$ cat src/hdl/lmsd_pkg.sv
package lmsd_pkg;

  // display geometry
  localparam int unsigned DIGITS  = 8;
  localparam int unsigned ROW_W   = 8;
  localparam int unsigned DIG_AW  = $clog2(DIGITS);

  // serial front end
  localparam int unsigned WORD_BITS = 16;
  localparam int unsigned BITCNT_W  = $clog2(WORD_BITS + 1);

  // scan timing
  localparam int unsigned SLOT_W     = 20;
  localparam int unsigned ELAPSED_W  = 16;
  localparam int unsigned TOTAL_W    = SLOT_W + 1;
  localparam logic [SLOT_W-1:0] SLOT_RESET = SLOT_W'(1000);

  // event kinds carried in the mode field
  typedef enum logic [1:0] {
    EV_CLOCK = 2'd0,
    EV_LOAD  = 2'd1,
    EV_TICK  = 2'd2
  } event_e;

  // register addresses in the top byte of a serial word
  localparam logic [7:0] ADDR_DIGIT_LO  = 8'h01;
  localparam logic [7:0] ADDR_DIGIT_HI  = 8'(DIGITS);
  localparam logic [7:0] ADDR_DECODE    = 8'h09;
  localparam logic [7:0] ADDR_INTENSITY = 8'h0A;
  localparam logic [7:0] ADDR_SCAN_LIM  = 8'h0B;
  localparam logic [7:0] ADDR_SHUTDOWN  = 8'h0C;
  localparam logic [7:0] ADDR_TEST      = 8'h0F;

  // control registers seen by the scan / output logic
  typedef struct packed {
    logic [7:0]        decode;
    logic [3:0]        intensity;
    logic [DIG_AW-1:0] last_digit;
    logic              shutdown;
    logic              test;
  } disp_cfg_t;

endpackage

$ cat src/hdl/lmsd_in_if.sv
interface lmsd_in_if;
  logic                              valid;
  logic                              ready;
  logic [1:0]                        mode;
  logic                              pin_level;
  logic                              data_bit;
  logic [lmsd_pkg::ELAPSED_W-1:0]    elapsed_cycles;
  logic [lmsd_pkg::DIG_AW-1:0]       query_row;

  modport source (
    output valid, mode, pin_level, data_bit, elapsed_cycles, query_row,
    input  ready
  );
  modport sink (
    input  valid, mode, pin_level, data_bit, elapsed_cycles, query_row,
    output ready
  );
endinterface

$ cat src/hdl/lmsd_out_if.sv
interface lmsd_out_if;
  logic                          valid;
  logic                          ready;
  logic [lmsd_pkg::ROW_W-1:0]    segment_drive;
  logic [lmsd_pkg::DIGITS-1:0]   digit_select;
  logic [lmsd_pkg::DIG_AW-1:0]   scan_position;
  logic [lmsd_pkg::ROW_W-1:0]    queried_pattern;
  logic                          register_written;
  logic [3:0]                    brightness;
  logic [7:0]                    decode_setting;

  modport source (
    output valid, segment_drive, digit_select, scan_position, queried_pattern,
           register_written, brightness, decode_setting,
    input  ready
  );
  modport sink (
    input  valid, segment_drive, digit_select, scan_position, queried_pattern,
           register_written, brightness, decode_setting,
    output ready
  );
endinterface

$ cat src/hdl/led_matrix_serial_driver_core.sv
// Channel   Dir  Handshake      Payload
// in_i      in   valid/ready    mode, pin_level, data_bit, elapsed_cycles, query_row
// out_o     out  valid/ready    segment_drive, digit_select, scan_position,
//                               queried_pattern, register_written, brightness,
//                               decode_setting
// cfg       in   cfg_we_i       cfg_wdata_i -> scan slot length (cycles)
//
// One event at a time. Pin events and unused modes go through S_EXEC, S_READ
// and S_RESP to the output register; a tick adds S_DIV, where the 21-step
// bit-serial divider splits the accumulated cycle count into whole scan slots
// and a remainder. in_i.ready is high only while the sequencer is idle. A
// result sits in the output register; the next event is taken meanwhile and
// waits at the end of its work until out_o is free. Reset (async, active
// low) resets all control state, blanks the digit rows, shuts the chip down.
module led_matrix_serial_driver_core (
  input  logic                        clk_i,
  input  logic                        rst_ni,
  input  logic                        cfg_we_i,
  input  logic [lmsd_pkg::SLOT_W-1:0] cfg_wdata_i,
  lmsd_in_if.sink                     in_i,
  lmsd_out_if.source                  out_o
);

  typedef enum logic [2:0] {
    S_IDLE,
    S_EXEC,
    S_DIV,
    S_READ,
    S_RESP
  } state_e;

  state_e state_q;

  // captured event
  logic [1:0]                        mode_q;
  logic                              pin_q;
  logic                              din_q;
  logic [lmsd_pkg::ELAPSED_W-1:0]    elapsed_q;
  logic [lmsd_pkg::DIG_AW-1:0]       qrow_q;

  // scan timing
  logic [lmsd_pkg::SLOT_W-1:0]       slot_q;
  logic [lmsd_pkg::SLOT_W-1:0]       acc_q;
  logic [lmsd_pkg::DIG_AW-1:0]       scan_q;

  // output register
  logic                              ovld_q;
  logic [lmsd_pkg::ROW_W-1:0]        seg_q;
  logic [lmsd_pkg::DIGITS-1:0]       sel_q;
  logic [lmsd_pkg::DIG_AW-1:0]       pos_q;
  logic [lmsd_pkg::ROW_W-1:0]        qpat_q;
  logic                              wr_q;
  logic [3:0]                        bright_q;
  logic [7:0]                        dec_q;

  logic                              in_xfer;
  logic                              out_free;
  logic                              div_start;
  logic                              div_done;
  logic [lmsd_pkg::DIG_AW-1:0]       div_qlo;
  logic [lmsd_pkg::SLOT_W-1:0]       div_rem;
  logic [lmsd_pkg::TOTAL_W-1:0]      total;
  logic [lmsd_pkg::SLOT_W-1:0]       slot_eff;
  logic [lmsd_pkg::ROW_W-1:0]        row_scan, row_query;
  logic                              written;
  lmsd_pkg::disp_cfg_t               disp;

  // visible pattern: blank when shut down or beyond scan limit, lit in test
  function automatic logic [lmsd_pkg::ROW_W-1:0] visible(
    input lmsd_pkg::disp_cfg_t         cfg,
    input logic [lmsd_pkg::DIG_AW-1:0] row,
    input logic [lmsd_pkg::ROW_W-1:0]  data
  );
    if (cfg.shutdown || (row > cfg.last_digit)) begin
      return '0;
    end
    return cfg.test ? '1 : data;
  endfunction

  assign in_i.ready = (state_q == S_IDLE);
  assign in_xfer    = in_i.valid && in_i.ready;
  assign out_free   = !ovld_q || out_o.ready;

  // a zero slot length is taken as a slot length of 1
  assign slot_eff  = (slot_q == '0) ? lmsd_pkg::SLOT_W'(1) : slot_q;
  assign total     = {1'b0, acc_q} + lmsd_pkg::TOTAL_W'(elapsed_q);
  assign div_start = (state_q == S_EXEC) && (mode_q == lmsd_pkg::EV_TICK);

  lmsd_div u_div (
    .clk_i      (clk_i),
    .rst_ni     (rst_ni),
    .start_i    (div_start),
    .dividend_i (total),
    .divisor_i  (slot_eff),
    .done_o     (div_done),
    .quot_lo_o  (div_qlo),
    .rem_o      (div_rem)
  );

  lmsd_regs u_regs (
    .clk_i       (clk_i),
    .rst_ni      (rst_ni),
    .apply_i     (state_q == S_EXEC),
    .mode_i      (mode_q),
    .pin_level_i (pin_q),
    .data_bit_i  (din_q),
    .rd_addr_a_i (scan_q),
    .rd_addr_b_i (qrow_q),
    .rd_row_a_o  (row_scan),
    .rd_row_b_o  (row_query),
    .written_o   (written),
    .disp_o      (disp)
  );

  // sequencer and registered outputs
  always_ff @(posedge clk_i or negedge rst_ni) begin
    if (!rst_ni) begin
      state_q  <= S_IDLE;
      slot_q   <= lmsd_pkg::SLOT_RESET;
      acc_q    <= '0;
      scan_q   <= '0;
      ovld_q   <= 1'b0;
      seg_q    <= '0;
      sel_q    <= '1;
      pos_q    <= '0;
      qpat_q   <= '0;
      wr_q     <= 1'b0;
      bright_q <= '0;
      dec_q    <= '0;
    end else begin
      if (cfg_we_i) begin
        slot_q <= cfg_wdata_i;
      end
      // a result that moves on is replaced in the same cycle if the next one waits in S_RESP
      if ((state_q == S_RESP) && out_free) begin
        ovld_q   <= 1'b1;
        seg_q    <= visible(disp, scan_q, row_scan);
        sel_q    <= (!disp.shutdown && (scan_q <= disp.last_digit))
                    ? ~(lmsd_pkg::DIGITS'(1) << scan_q) : '1;
        pos_q    <= scan_q;
        qpat_q   <= visible(disp, qrow_q, row_query);
        wr_q     <= written;
        bright_q <= disp.intensity;
        dec_q    <= disp.decode;
      end else if (out_o.ready) begin
        ovld_q <= 1'b0;
      end
      case (state_q)
        S_IDLE: begin
          if (in_xfer) begin
            state_q <= S_EXEC;
          end
        end
        S_EXEC: begin
          state_q <= (mode_q == lmsd_pkg::EV_TICK) ? S_DIV : S_READ;
        end
        S_DIV: begin
          if (div_done) begin
            acc_q   <= div_rem;
            scan_q  <= scan_q + div_qlo;
            state_q <= S_READ;
          end
        end
        S_READ: begin
          // row RAM address set up here, data valid next cycle
          state_q <= S_RESP;
        end
        S_RESP: begin
          if (out_free) begin
            state_q <= S_IDLE;
          end
        end
        default: state_q <= S_IDLE;
      endcase
    end
  end

  // captured event fields
  always_ff @(posedge clk_i) begin
    if (in_xfer) begin
      mode_q    <= in_i.mode;
      pin_q     <= in_i.pin_level;
      din_q     <= in_i.data_bit;
      elapsed_q <= in_i.elapsed_cycles;
      qrow_q    <= in_i.query_row;
    end
  end

  assign out_o.valid            = ovld_q;
  assign out_o.segment_drive    = seg_q;
  assign out_o.digit_select     = sel_q;
  assign out_o.scan_position    = pos_q;
  assign out_o.queried_pattern  = qpat_q;
  assign out_o.register_written = wr_q;
  assign out_o.brightness       = bright_q;
  assign out_o.decode_setting   = dec_q;

endmodule

$ cat src/hdl/lmsd_ram.sv
module lmsd_ram #(
  parameter int unsigned WIDTH = 8,
  parameter int unsigned DEPTH = 8
) (
  input  logic                     clk_i,
  input  logic                     we_i,
  input  logic [$clog2(DEPTH)-1:0] waddr_i,
  input  logic [WIDTH-1:0]         wdata_i,
  input  logic [$clog2(DEPTH)-1:0] raddr_a_i,
  output logic [WIDTH-1:0]         rdata_a_o,
  input  logic [$clog2(DEPTH)-1:0] raddr_b_i,
  output logic [WIDTH-1:0]         rdata_b_o
);

  logic [WIDTH-1:0] mem_q [DEPTH];

  always_ff @(posedge clk_i) begin
    if (we_i) begin
      mem_q[waddr_i] <= wdata_i;
    end
    rdata_a_o <= mem_q[raddr_a_i];
    rdata_b_o <= mem_q[raddr_b_i];
  end

endmodule

$ cat src/hdl/lmsd_div.sv
// Restoring divider, one quotient bit per cycle. Only the low quotient
// bits are kept (scan position wraps modulo the digit count).
module lmsd_div (
  input  logic                                clk_i,
  input  logic                                rst_ni,
  input  logic                                start_i,
  input  logic [lmsd_pkg::TOTAL_W-1:0]        dividend_i,
  input  logic [lmsd_pkg::SLOT_W-1:0]         divisor_i,
  output logic                                done_o,
  output logic [lmsd_pkg::DIG_AW-1:0]         quot_lo_o,
  output logic [lmsd_pkg::SLOT_W-1:0]         rem_o
);

  localparam int unsigned STEP_W = $clog2(lmsd_pkg::TOTAL_W);

  logic                              busy_q, busy_d;
  logic                              done_q, done_d;
  logic [STEP_W-1:0]                 cnt_q, cnt_d;
  logic [lmsd_pkg::TOTAL_W-1:0]      rem_q, rem_d;
  logic [lmsd_pkg::TOTAL_W-1:0]      dvd_q, dvd_d;
  logic [lmsd_pkg::SLOT_W-1:0]       dvs_q, dvs_d;
  logic [lmsd_pkg::DIG_AW-1:0]       qlo_q, qlo_d;
  logic [lmsd_pkg::TOTAL_W-1:0]      trial;
  logic                              fits;

  // partial remainder stays below the divisor, so its top bit is always 0
  assign trial = {rem_q[lmsd_pkg::TOTAL_W-2:0], dvd_q[lmsd_pkg::TOTAL_W-1]};
  assign fits  = trial >= {1'b0, dvs_q};

  always_comb begin
    busy_d = busy_q;
    done_d = 1'b0;
    cnt_d  = cnt_q;
    rem_d  = rem_q;
    dvd_d  = dvd_q;
    dvs_d  = dvs_q;
    qlo_d  = qlo_q;
    if (start_i) begin
      busy_d = 1'b1;
      cnt_d  = STEP_W'(lmsd_pkg::TOTAL_W - 1);
      rem_d  = '0;
      dvd_d  = dividend_i;
      dvs_d  = divisor_i;
      qlo_d  = '0;
    end else if (busy_q) begin
      rem_d = fits ? (trial - {1'b0, dvs_q}) : trial;
      dvd_d = {dvd_q[lmsd_pkg::TOTAL_W-2:0], 1'b0};
      qlo_d = {qlo_q[lmsd_pkg::DIG_AW-2:0], fits};
      cnt_d = cnt_q - STEP_W'(1);
      if (cnt_q == '0) begin
        busy_d = 1'b0;
        done_d = 1'b1;
      end
    end
  end

  always_ff @(posedge clk_i or negedge rst_ni) begin
    if (!rst_ni) begin
      busy_q <= 1'b0;
      done_q <= 1'b0;
      cnt_q  <= '0;
    end else begin
      busy_q <= busy_d;
      done_q <= done_d;
      cnt_q  <= cnt_d;
    end
  end

  always_ff @(posedge clk_i) begin
    rem_q <= rem_d;
    dvd_q <= dvd_d;
    dvs_q <= dvs_d;
    qlo_q <= qlo_d;
  end

  assign done_o    = done_q;
  assign quot_lo_o = qlo_q;
  assign rem_o     = rem_q[lmsd_pkg::SLOT_W-1:0];

endmodule

$ cat src/hdl/lmsd_regs.sv
// Serial shifter, pin edge tracking and the chip's register file.
// Digit rows live in a small RAM with per-row valid bits (row reads 0 until
// first written). Reads are registered and return in the cycle after the address.
module lmsd_regs (
  input  logic                              clk_i,
  input  logic                              rst_ni,
  input  logic                              apply_i,
  input  logic [1:0]                        mode_i,
  input  logic                              pin_level_i,
  input  logic                              data_bit_i,
  input  logic [lmsd_pkg::DIG_AW-1:0]       rd_addr_a_i,
  input  logic [lmsd_pkg::DIG_AW-1:0]       rd_addr_b_i,
  output logic [lmsd_pkg::ROW_W-1:0]        rd_row_a_o,
  output logic [lmsd_pkg::ROW_W-1:0]        rd_row_b_o,
  output logic                              written_o,
  output lmsd_pkg::disp_cfg_t               disp_o
);

  logic [lmsd_pkg::WORD_BITS-1:0]  shift_q;
  logic [lmsd_pkg::BITCNT_W-1:0]   bits_q;
  logic                            clk_seen_q;
  logic                            load_seen_q;
  logic                            written_q;
  lmsd_pkg::disp_cfg_t             disp_q;
  logic [lmsd_pkg::DIGITS-1:0]     row_vld_q;
  logic                            vld_a_q, vld_b_q;

  logic [7:0]                      addr;
  logic [7:0]                      val;
  logic                            latch;
  logic                            row_we;
  logic [lmsd_pkg::DIG_AW-1:0]     row_waddr;
  logic [lmsd_pkg::ROW_W-1:0]      ram_a, ram_b;

  assign addr  = shift_q[15:8];
  assign val   = shift_q[7:0];
  assign latch = apply_i && (mode_i == lmsd_pkg::EV_LOAD) && pin_level_i && !load_seen_q
                 && (bits_q == lmsd_pkg::BITCNT_W'(lmsd_pkg::WORD_BITS));
  assign row_we    = latch && (addr >= lmsd_pkg::ADDR_DIGIT_LO)
                     && (addr <= lmsd_pkg::ADDR_DIGIT_HI);
  assign row_waddr = lmsd_pkg::DIG_AW'(addr - lmsd_pkg::ADDR_DIGIT_LO);

  always_ff @(posedge clk_i or negedge rst_ni) begin
    if (!rst_ni) begin
      shift_q     <= '0;
      bits_q      <= '0;
      clk_seen_q  <= 1'b0;
      load_seen_q <= 1'b1;
      written_q   <= 1'b0;
      disp_q      <= '{decode: '0, intensity: '0, last_digit: '1,
                       shutdown: 1'b1, test: 1'b0};
      row_vld_q   <= '0;
      vld_a_q     <= 1'b0;
      vld_b_q     <= 1'b0;
    end else begin
      vld_a_q <= row_vld_q[rd_addr_a_i];
      vld_b_q <= row_vld_q[rd_addr_b_i];
      if (apply_i) begin
        written_q <= latch;
        case (mode_i)
          lmsd_pkg::EV_CLOCK: begin
            if (!load_seen_q && pin_level_i && !clk_seen_q) begin
              shift_q <= {shift_q[lmsd_pkg::WORD_BITS-2:0], data_bit_i};
              if (bits_q != lmsd_pkg::BITCNT_W'(lmsd_pkg::WORD_BITS)) begin
                bits_q <= bits_q + lmsd_pkg::BITCNT_W'(1);
              end
            end
            clk_seen_q <= pin_level_i;
          end
          lmsd_pkg::EV_LOAD: begin
            if (latch) begin
              case (addr)
                lmsd_pkg::ADDR_DECODE:    disp_q.decode     <= val;
                lmsd_pkg::ADDR_INTENSITY: disp_q.intensity  <= val[3:0];
                lmsd_pkg::ADDR_SCAN_LIM:  disp_q.last_digit <= val[lmsd_pkg::DIG_AW-1:0];
                lmsd_pkg::ADDR_SHUTDOWN:  disp_q.shutdown   <= !val[0];
                lmsd_pkg::ADDR_TEST:      disp_q.test       <= val[0];
                default: ;
              endcase
            end
            if (row_we) begin
              row_vld_q[row_waddr] <= 1'b1;
            end
            if (!pin_level_i && load_seen_q) begin
              shift_q <= '0;
              bits_q  <= '0;
            end
            load_seen_q <= pin_level_i;
          end
          default: ;
        endcase
      end
    end
  end

  lmsd_ram #(
    .WIDTH (lmsd_pkg::ROW_W),
    .DEPTH (lmsd_pkg::DIGITS)
  ) u_rows (
    .clk_i     (clk_i),
    .we_i      (row_we),
    .waddr_i   (row_waddr),
    .wdata_i   (val),
    .raddr_a_i (rd_addr_a_i),
    .rdata_a_o (ram_a),
    .raddr_b_i (rd_addr_b_i),
    .rdata_b_o (ram_b)
  );

  assign rd_row_a_o = vld_a_q ? ram_a : '0;
  assign rd_row_b_o = vld_b_q ? ram_b : '0;
  assign written_o  = written_q;
  assign disp_o     = disp_q;

endmodule
$ cat src/flat_wrapper.sv
// flat-port wrapper written by rule: the top's interface ports become plain ports
module led_matrix_serial_driver_core_flat 
  (clk_i, rst_ni, cfg_we_i, cfg_wdata_i, in_i_valid, in_i_mode, in_i_pin_level, in_i_data_bit, in_i_elapsed_cycles, in_i_query_row, in_i_ready, out_o_valid, out_o_segment_drive, out_o_digit_select, out_o_scan_position, out_o_queried_pattern, out_o_register_written, out_o_brightness, out_o_decode_setting, out_o_ready);
  lmsd_in_if in_i_i ();
  lmsd_out_if out_o_i ();
  input  logic clk_i;
  input  logic rst_ni;
  input  logic cfg_we_i;
  input  logic [lmsd_pkg::SLOT_W-1:0] cfg_wdata_i;
  input wire logic [$bits(in_i_i.valid)-1:0] in_i_valid;
  input wire logic [$bits(in_i_i.mode)-1:0] in_i_mode;
  input wire logic [$bits(in_i_i.pin_level)-1:0] in_i_pin_level;
  input wire logic [$bits(in_i_i.data_bit)-1:0] in_i_data_bit;
  input wire logic [$bits(in_i_i.elapsed_cycles)-1:0] in_i_elapsed_cycles;
  input wire logic [$bits(in_i_i.query_row)-1:0] in_i_query_row;
  output wire logic [$bits(in_i_i.ready)-1:0] in_i_ready;
  output wire logic [$bits(out_o_i.valid)-1:0] out_o_valid;
  output wire logic [$bits(out_o_i.segment_drive)-1:0] out_o_segment_drive;
  output wire logic [$bits(out_o_i.digit_select)-1:0] out_o_digit_select;
  output wire logic [$bits(out_o_i.scan_position)-1:0] out_o_scan_position;
  output wire logic [$bits(out_o_i.queried_pattern)-1:0] out_o_queried_pattern;
  output wire logic [$bits(out_o_i.register_written)-1:0] out_o_register_written;
  output wire logic [$bits(out_o_i.brightness)-1:0] out_o_brightness;
  output wire logic [$bits(out_o_i.decode_setting)-1:0] out_o_decode_setting;
  input wire logic [$bits(out_o_i.ready)-1:0] out_o_ready;
  assign in_i_i.valid = in_i_valid;
  assign in_i_i.mode = in_i_mode;
  assign in_i_i.pin_level = in_i_pin_level;
  assign in_i_i.data_bit = in_i_data_bit;
  assign in_i_i.elapsed_cycles = in_i_elapsed_cycles;
  assign in_i_i.query_row = in_i_query_row;
  assign in_i_ready = in_i_i.ready;
  assign out_o_valid = out_o_i.valid;
  assign out_o_segment_drive = out_o_i.segment_drive;
  assign out_o_digit_select = out_o_i.digit_select;
  assign out_o_scan_position = out_o_i.scan_position;
  assign out_o_queried_pattern = out_o_i.queried_pattern;
  assign out_o_register_written = out_o_i.register_written;
  assign out_o_brightness = out_o_i.brightness;
  assign out_o_decode_setting = out_o_i.decode_setting;
  assign out_o_i.ready = out_o_ready;
  led_matrix_serial_driver_core u_core (.clk_i(clk_i), .rst_ni(rst_ni), .cfg_we_i(cfg_we_i), .cfg_wdata_i(cfg_wdata_i), .in_i(in_i_i), .out_o(out_o_i));
endmodule
$ cat config.mk
export PLATFORM = sky130hd
export DESIGN_NAME = led_matrix_serial_driver_core_flat
export DESIGN_NICKNAME = d
export VERILOG_FILES = /design/src/hdl/lmsd_pkg.sv /design/src/hdl/lmsd_in_if.sv /design/src/hdl/lmsd_out_if.sv /design/src/hdl/led_matrix_serial_driver_core.sv /design/src/hdl/lmsd_ram.sv /design/src/hdl/lmsd_div.sv /design/src/hdl/lmsd_regs.sv /design/src/flat_wrapper.sv
export SDC_FILE = /design/constraint.sdc
export NUM_CORES = 1
export LEC_CHECK = 0
export ABC_AREA = 1
export BUFFER_PORTS_ARGS = -buffer_cell sky130_fd_sc_hd__buf_2
export CAP_MARGIN = 5
export CORE_MARGIN = 2
export CORE_UTILIZATION = 55
export CTS_BUF_LIST = sky130_fd_sc_hd__clkbuf_4
export DETAILED_ROUTE_END_ITERATION = 6
export MAX_ROUTING_LAYER = met4
export PLACE_DENSITY_LB_ADDON = 0.2
export SYNTH_ARGS = -nofsm -noshare
export SYNTH_HDL_FRONTEND = slang
export SYNTH_SLANG_ARGS = --single-unit
$ cat constraint.sdc
create_clock -name clk_i -period 2.7 [get_ports clk_i]
set_input_delay 0.675 -clock clk_i [delete_from_list [all_inputs] [get_ports clk_i]]
set_output_delay 0.675 -clock clk_i [all_outputs]
set_load 0.01 [all_outputs]
* Yosys cells after proc, flatten, opt, wreduce, memory -nomap -nowiden
Memories as Yosys holds them, arrays and structs flattened. A register that Yosys moved wholly into a read port is not among the register bits. Index checks and enable logic that the tools add are counted.
Word-level totals: register bits after elaboration 232, bits in writable memories 64, input bits 48, output and inout port bits 42, word-level logic and storage cells 164, memories kept 1
Operators by class: $add $sub $neg 6, order comparisons 10, equality and inequality tests 19, shift operators 1, mux-type cells 46, bitwise logic cells 2, reduce and logical (&&, ||, !) cells 42
Memory list:
- u_core.u_regs.u_rows.mem_q | words 8, width 8, read ports 2, clocked after Yosys merged registers in 2, wr ports 1, RTL line lmsd_ram.sv:15 | logic [WIDTH-1:0] mem_q [DEPTH];
Operators with widths (number):
- 8-bit 2-to-1 mux | 9
- 21-bit 2-to-1 mux | 2
- 8-bit by 4-bit == test with 1-bit output (second input constant) | 5
- 16-bit 2-to-1 mux | 2
- 16-bit case mux with 2 select lines | 1
- 5-bit 2-to-1 mux | 5
- 4-bit AND reduction | 6
- 20-bit by 16-bit adder with 21-bit output | 1
- 21-bit by 20-bit >= comparator with 1-bit output | 1
- 20-bit logical NOT | 1
- 20-bit 2-to-1 mux | 1
- 20-bit subtractor | 1
- 1-bit 2-to-1 mux | 18
- 3-bit case mux with 5 select lines | 1
- 1-bit logical AND | 14
- 3-bit by 4-bit less-than comparator with 1-bit output (second input constant) | 3
- 5-bit case mux with 2 select lines | 1
- 3-bit 2-to-1 mux | 3
- 8-bit by 1-bit >= comparator with 1-bit output (second input constant) | 1
- 8-bit by 4-bit less-or-equal comparator with 1-bit output (second input constant) | 1
- 2-bit inequality test (second input constant) | 4
- 8-bit NOT | 1
- 8-bit bitwise OR | 1
- 1-bit by 3-bit left shift with 8-bit output (first input constant) | 1
- other kinds (26) | 42

* Longest topological paths before layout
word-level depth 9, depth in mapped cells 14, depth with buffers taken out 14

* Modules after synthesis
A second synthesis with hierarchy kept.
Second synthesis, totals: cells, all modules 2023, area total of the unflattened synthesis 16415.7 um^2
Modules (own cells, without submodules):
- led_matrix_serial_driver_core | times used 1, cells an instance 619, area each 5560.3 um^2
- lmsd_div | times used 1, cells an instance 568, area each 4232.8 um^2
- lmsd_ram | times used 1, cells an instance 461, area each 3873.7 um^2
- lmsd_regs | times used 1, cells an instance 375, area each 2748.9 um^2

* Least setup slack after synthesis
Ideal clock, no wire load.
path type register -> register, from register u_core.u_regs.shift_q[8] (netlist bit), to memory u_core.u_regs.u_rows.mem_q[6][0], enable pin, setup time 0.370 ns, arrival time 1.831 ns, slack 0.499 ns, cell stages (with the launch flop) 8, period minus slack after synthesis 2.201 ns, path through dfrtp_1 -> inv_1 -> ha_1 -> nand2_1 -> a21oi_1 -> o311ai_4 -> buf_6 -> nor2_1
Between the ends: longest elaborated chain between the ends 5, elaborated cells on any way between the ends 7, classes of those cells 1 x add/sub; 2 x order compare; 2 x mux; 2 x reduce/logical
Ends and longest elaborated chain:
- from (decl) | RTL line lmsd_regs.sv:19 | logic [lmsd_pkg::WORD_BITS-1:0] shift_q;
- from (signal assigned) | RTL line lmsd_regs.sv:63 | shift_q <= {shift_q[lmsd_pkg::WORD_BITS-2:0], data_bit_i};
- 8-bit by 1-bit >= comparator with 1-bit output | RTL line lmsd_regs.sv:39 | assign row_we = latch && (addr >= lmsd_pkg::ADDR_DIGIT_LO)
- 1-bit logical AND | RTL line lmsd_regs.sv:39
- 1-bit logical AND | RTL line lmsd_regs.sv:40 | && (addr <= lmsd_pkg::ADDR_DIGIT_HI);
- 1-bit 2-to-1 mux | RTL line lmsd_ram.sv:18 | if (we_i) begin
- 1-bit 2-to-1 mux (implied by the code) | RTL line lmsd_ram.sv:19 | mem_q[waddr_i] <= wdata_i;
- to (decl) | RTL line lmsd_ram.sv:15
Several ways; a longest one is shown, not always the timed one.

* Final worst setup path
from register u_core.acc_q[0] (netlist bit), to register u_core.u_div.dvd_q[16] (netlist bit), data pin
Between the ends: longest elaborated chain between the ends 2
Ends and longest elaborated chain:
- from (decl) | RTL line led_matrix_serial_driver_core.sv:43 | logic [lmsd_pkg::SLOT_W-1:0] acc_q;
- from (signal assigned) | RTL line led_matrix_serial_driver_core.sv:159 | acc_q <= div_rem;
- 20-bit by 16-bit adder with 21-bit output | RTL line led_matrix_serial_driver_core.sv:86 | assign total = {1'b0, acc_q} + lmsd_pkg::TOTAL_W'(elapsed_q);
- 21-bit 2-to-1 mux | RTL line lmsd_div.sv:38 | if (start_i) begin
- named net u_core.u_div.dvd_d (one bit) | RTL line lmsd_div.sv:20 | logic [lmsd_pkg::TOTAL_W-1:0] dvd_q, dvd_d;
- to (signal assigned) | RTL line lmsd_div.sv:71 | dvd_q <= dvd_d;
- to (decl) | RTL line lmsd_div.sv:20
The timed path passes the listed nets, and every way through them passes these cells. A chain may end at the register's enable or synchronous reset.

==> flow_summary.toml <==
[run_status]
status = "complete, no violations"

[placed_design]
post-dp-hpwl_mm = 24.0
dp_cells = 2045
port_buffers = 89
gp_congestion = 0.941
place_ws_ns = 0.312

[synthesis]
synth_compound_area_frac = 0.134
synthTopCellsByArea = "edfxtp_1 (25%), dfrtp_1 (21%), nand2_1 (9.3%)"
synth_top_family_by_area = "simple AND/OR/NAND/NOR gates"
ys_ff_latch = 312
synth_edf_count = 128
avgSynthCellArea_um2 = 9.10
synth_area_mm2 = 0.0151
yosys_warnings = 0
netlist_instances = 1657
yosysTopAreaCellShare = 0.255
synthXorXnorAreaFrac = 0.0134
syn-num-nets = 1759
synth.distinct_cells = 60
yosys_most_used_dff = "edfxtp_1"
synth-async-reset-ratio = 0.465
synth.area.mux_share = 0.00822
yosysSeqAreaShare = 0.549
yosys.area_share.simple = 0.173
synthAdderAreaFrac = 0.0463
synth_top_area_cell = "edfxtp_1"

[clock_network]
cts_sinks = 312
clk_pin_slew_ns = 0.07
clk_latency_ns = 0.70
clockBufferDepth = 3
numCtsBuffers = 79
cts_resized = 0
cts-root-buf = "clkbuf_4"
cts_setup_buffers = 0
cts_tree = "yes"
cts_hold_buf = 1
h-tree-depth = 3

[sta]
post-route-period-util = 0.884
setup-violations-final = 0
maxSlewHeadroom = 0.568
clock_skew_ns = 0.0525
max_freq_mhz = 419
worstMarginPinSlew_ns = 0.647
rsz0062_at_grt = "no"
tns_ns = 0
maxSlewViolCount = 0
layout_min_cycle_time_ns = 2.39
layout_setup_ws_ns = 0.313
hold_viol = 0

[worst_setup_path]
required_ns = 3.13
cp-start-kind = "flip-flop"
r2r_setup_slack_ns = 0.31
worstPathMaxFanout = 4
path_class = "flip-flop to flip-flop"
critPathCaptureType = "flip-flop"
worstReg2RegStart = "u_core.acc_q[0]"
r2r_end = "u_core.u_div.dvd_q[16]"
crit_arrival_ns = 2.81
rr_worst_depth = 11

[die]
core_mm2 = 0.0270
start_util = 0.559
die-area_mm2 = 0.0288
fp.dieW_um = 170
num_io_pins = 90
std_cell_rows = 60
die_h_um = 170

[cells_and_area]
seq_area_mm2 = 0.00828
drive_gt1_frac = 0.169
layout_common_cells = "nand2_1 (373), inv_1 (212), o21ai_0 (152), edfxtp_1 (128), dfrtp_1 (126)"
multi_input_area_mm2 = 0.00566
nFillCells = 2308
final_common_cell = "nand2_1"
layout-area-overhead-vs-synth_pct = 13.0
final_cells = 2195
layout.nets = 1888

[pwr]
p_leak_uw = 0.00799
power_frac_comb = 0.336
seqPwrFrac = 0.411
power.density_mw_per_mm2 = 983
p_clk_frac = 0.253
switchingPower_uw = 6280
internal-power_uw = 10500
swShare = 0.375
peakVddDrop_v = 0.000504

[min_path]
worstHoldPathType = "input port to flip-flop"
hold_end = "u_core.din_q"
worstHoldStart = "in_i_data_bit"
min_path_cells = 1

[detailed_routing]
wl_per_cell_um = 15.6
drc_errors = 0
finalWirelength_mm = 34.2
vias_per_cell = 5.41
drtIter0Drc = 1042
dr.pass1.iters = 5
drtAntennaViolNets = 0
vias = 11900

[global_route]
grt_pass1_vias = 11400
antenna_found_initial = 1
grt_usage = 0.252
gr-total-overflow = 0
grt_pass1_wl_mm = 56.1
grt_max_degree = 45

[run]
maxCapViolCount = 0
registers in the layout, summed over array words and instances, names as in the netlist, 16 cells and up:
signal,count
u_core.slot_q,20
u_core.u_regs.u_rows.mem_q,64
u_core.u_regs.shift_q,16
u_core.u_regs.disp_o,17
u_core.u_div.dvs_q,20
u_core.u_div.dvd_q,21
u_core.elapsed_q,16
u_core.u_div.rem_q,20
u_core.acc_q,20
kinds of logic (layout without fill, tap and decap cells):
kind of cell / Yosys count / in the layout
buffers and inverters: 294 / 490
xor gates and xnor gates: 23 / 23
and+or+nand+nor: 619 / 619
DFF: 312 / 312
adders and majority gates: 54 / 54
other: 0 / 1
muxes: 11 / 11
AOI/OAI and AO/OA: 344 / 344
power by group through the flow:
stage / Sequential, uW / Clock (uW) / Combinational, uW
3_3_place_gp: 6920 / 0 / 5470
3_5_place_dp: 6950 / 0 / 5560
4_1_cts: 6860 / 4370 / 5590
2_1_floorplan: 6710 / 0 / 4080
6_report: 6880 / 4240 / 5630
5_1_grt: 6980 / 4600 / 6400
cell usage after synthesis (all sizes together), types with 2 or more instances:
cell / n
a21boi: 2
a21o: 3
a21oi: 65
a221oi: 5
a22o: 8
a22oi: 10
a31oi: 15
buf: 17
clkbuf: 56
clkinv: 3
dfrtp: 126
dfstp: 19
dfxtp: 39
edfxtp: 128
fa: 3
ha: 51
inv: 218
mux2: 11
nand2: 377
nand3: 80
nand3b: 2
nand4: 14
nor2: 122
nor3: 11
nor3b: 3
nor4: 3
o2111ai: 8
o211ai: 20
o21ai: 173
o21bai: 5
o22ai: 13
o31ai: 10
o32ai: 2
or2: 6
xnor2: 14
xor2: 9
cell type report:
class	count	share of cell area
diodes	1	0.000147
clock buffers	123	0.0542
clock inverters	25	0.0106
inverters	221	0.0488
multi-input cells	1051	0.332
flip-flops and latches	312	0.486
well taps	341	0.0250
repair buffers	121	0.0430
layer usage:
layer	vias to the layer above	track usage	part of all wire
met4	0	0.0836	0.021
met2	431	0.364	0.43
li1	5863	-	-
met1	5511	0.362	0.48
met3	67	0.0462	0.066
met5	-	-	0
worst max path at each step:
stage,endpoint,cells after the start,startpoint,slack (ns)
CTS,in_i_ready,4,u_core.state_q[1],0.29
finish,u_core.u_div.dvd_q[16],11,u_core.acc_q[0],0.31
detailed placement,u_core.u_div.dvd_q[16],11,u_core.acc_q[0],0.31
floorplan,u_core.u_regs.u_rows.mem_q[6][0],7,u_core.u_regs.shift_q[8],0.50
global route,u_core.u_div.dvd_q[16],11,u_core.acc_q[0],0.11
global placement,u_core.u_div.dvd_q[16],11,u_core.acc_q[0],0.37
worst max-delay path, stage by stage, from the launching register on:
cell and delay [ns]:
dfrtp_1 0.39, ha_1 0.24, fa_1 0.42, nand2_1 0.08
nand2_1 0.05, o21ai_0 0.17, o21ai_1 0.19, nand3_1 0.10
nand2_1 0.10, or2_2 0.29, nand3_1 0.07, nand2_1 0.05
stage by stage:
stage | instance area (um2) | total power (uW) | hold slack, ns | util
after floorplan | 15100 | 10800 | 0.379 | -
after global placement | 15900 | 12400 | 0.431 | 0.591
after detailed placement | 15900 | 12500 | 0.432 | 0.591
after CTS | 17000 | 16800 | 0.111 | 0.632
after global routing | 17000 | 18000 | 0.103 | 0.632
final | 17000 | 16700 | 0.166 | 0.632
No activity file was read; power rests on OpenSTA's default activity.
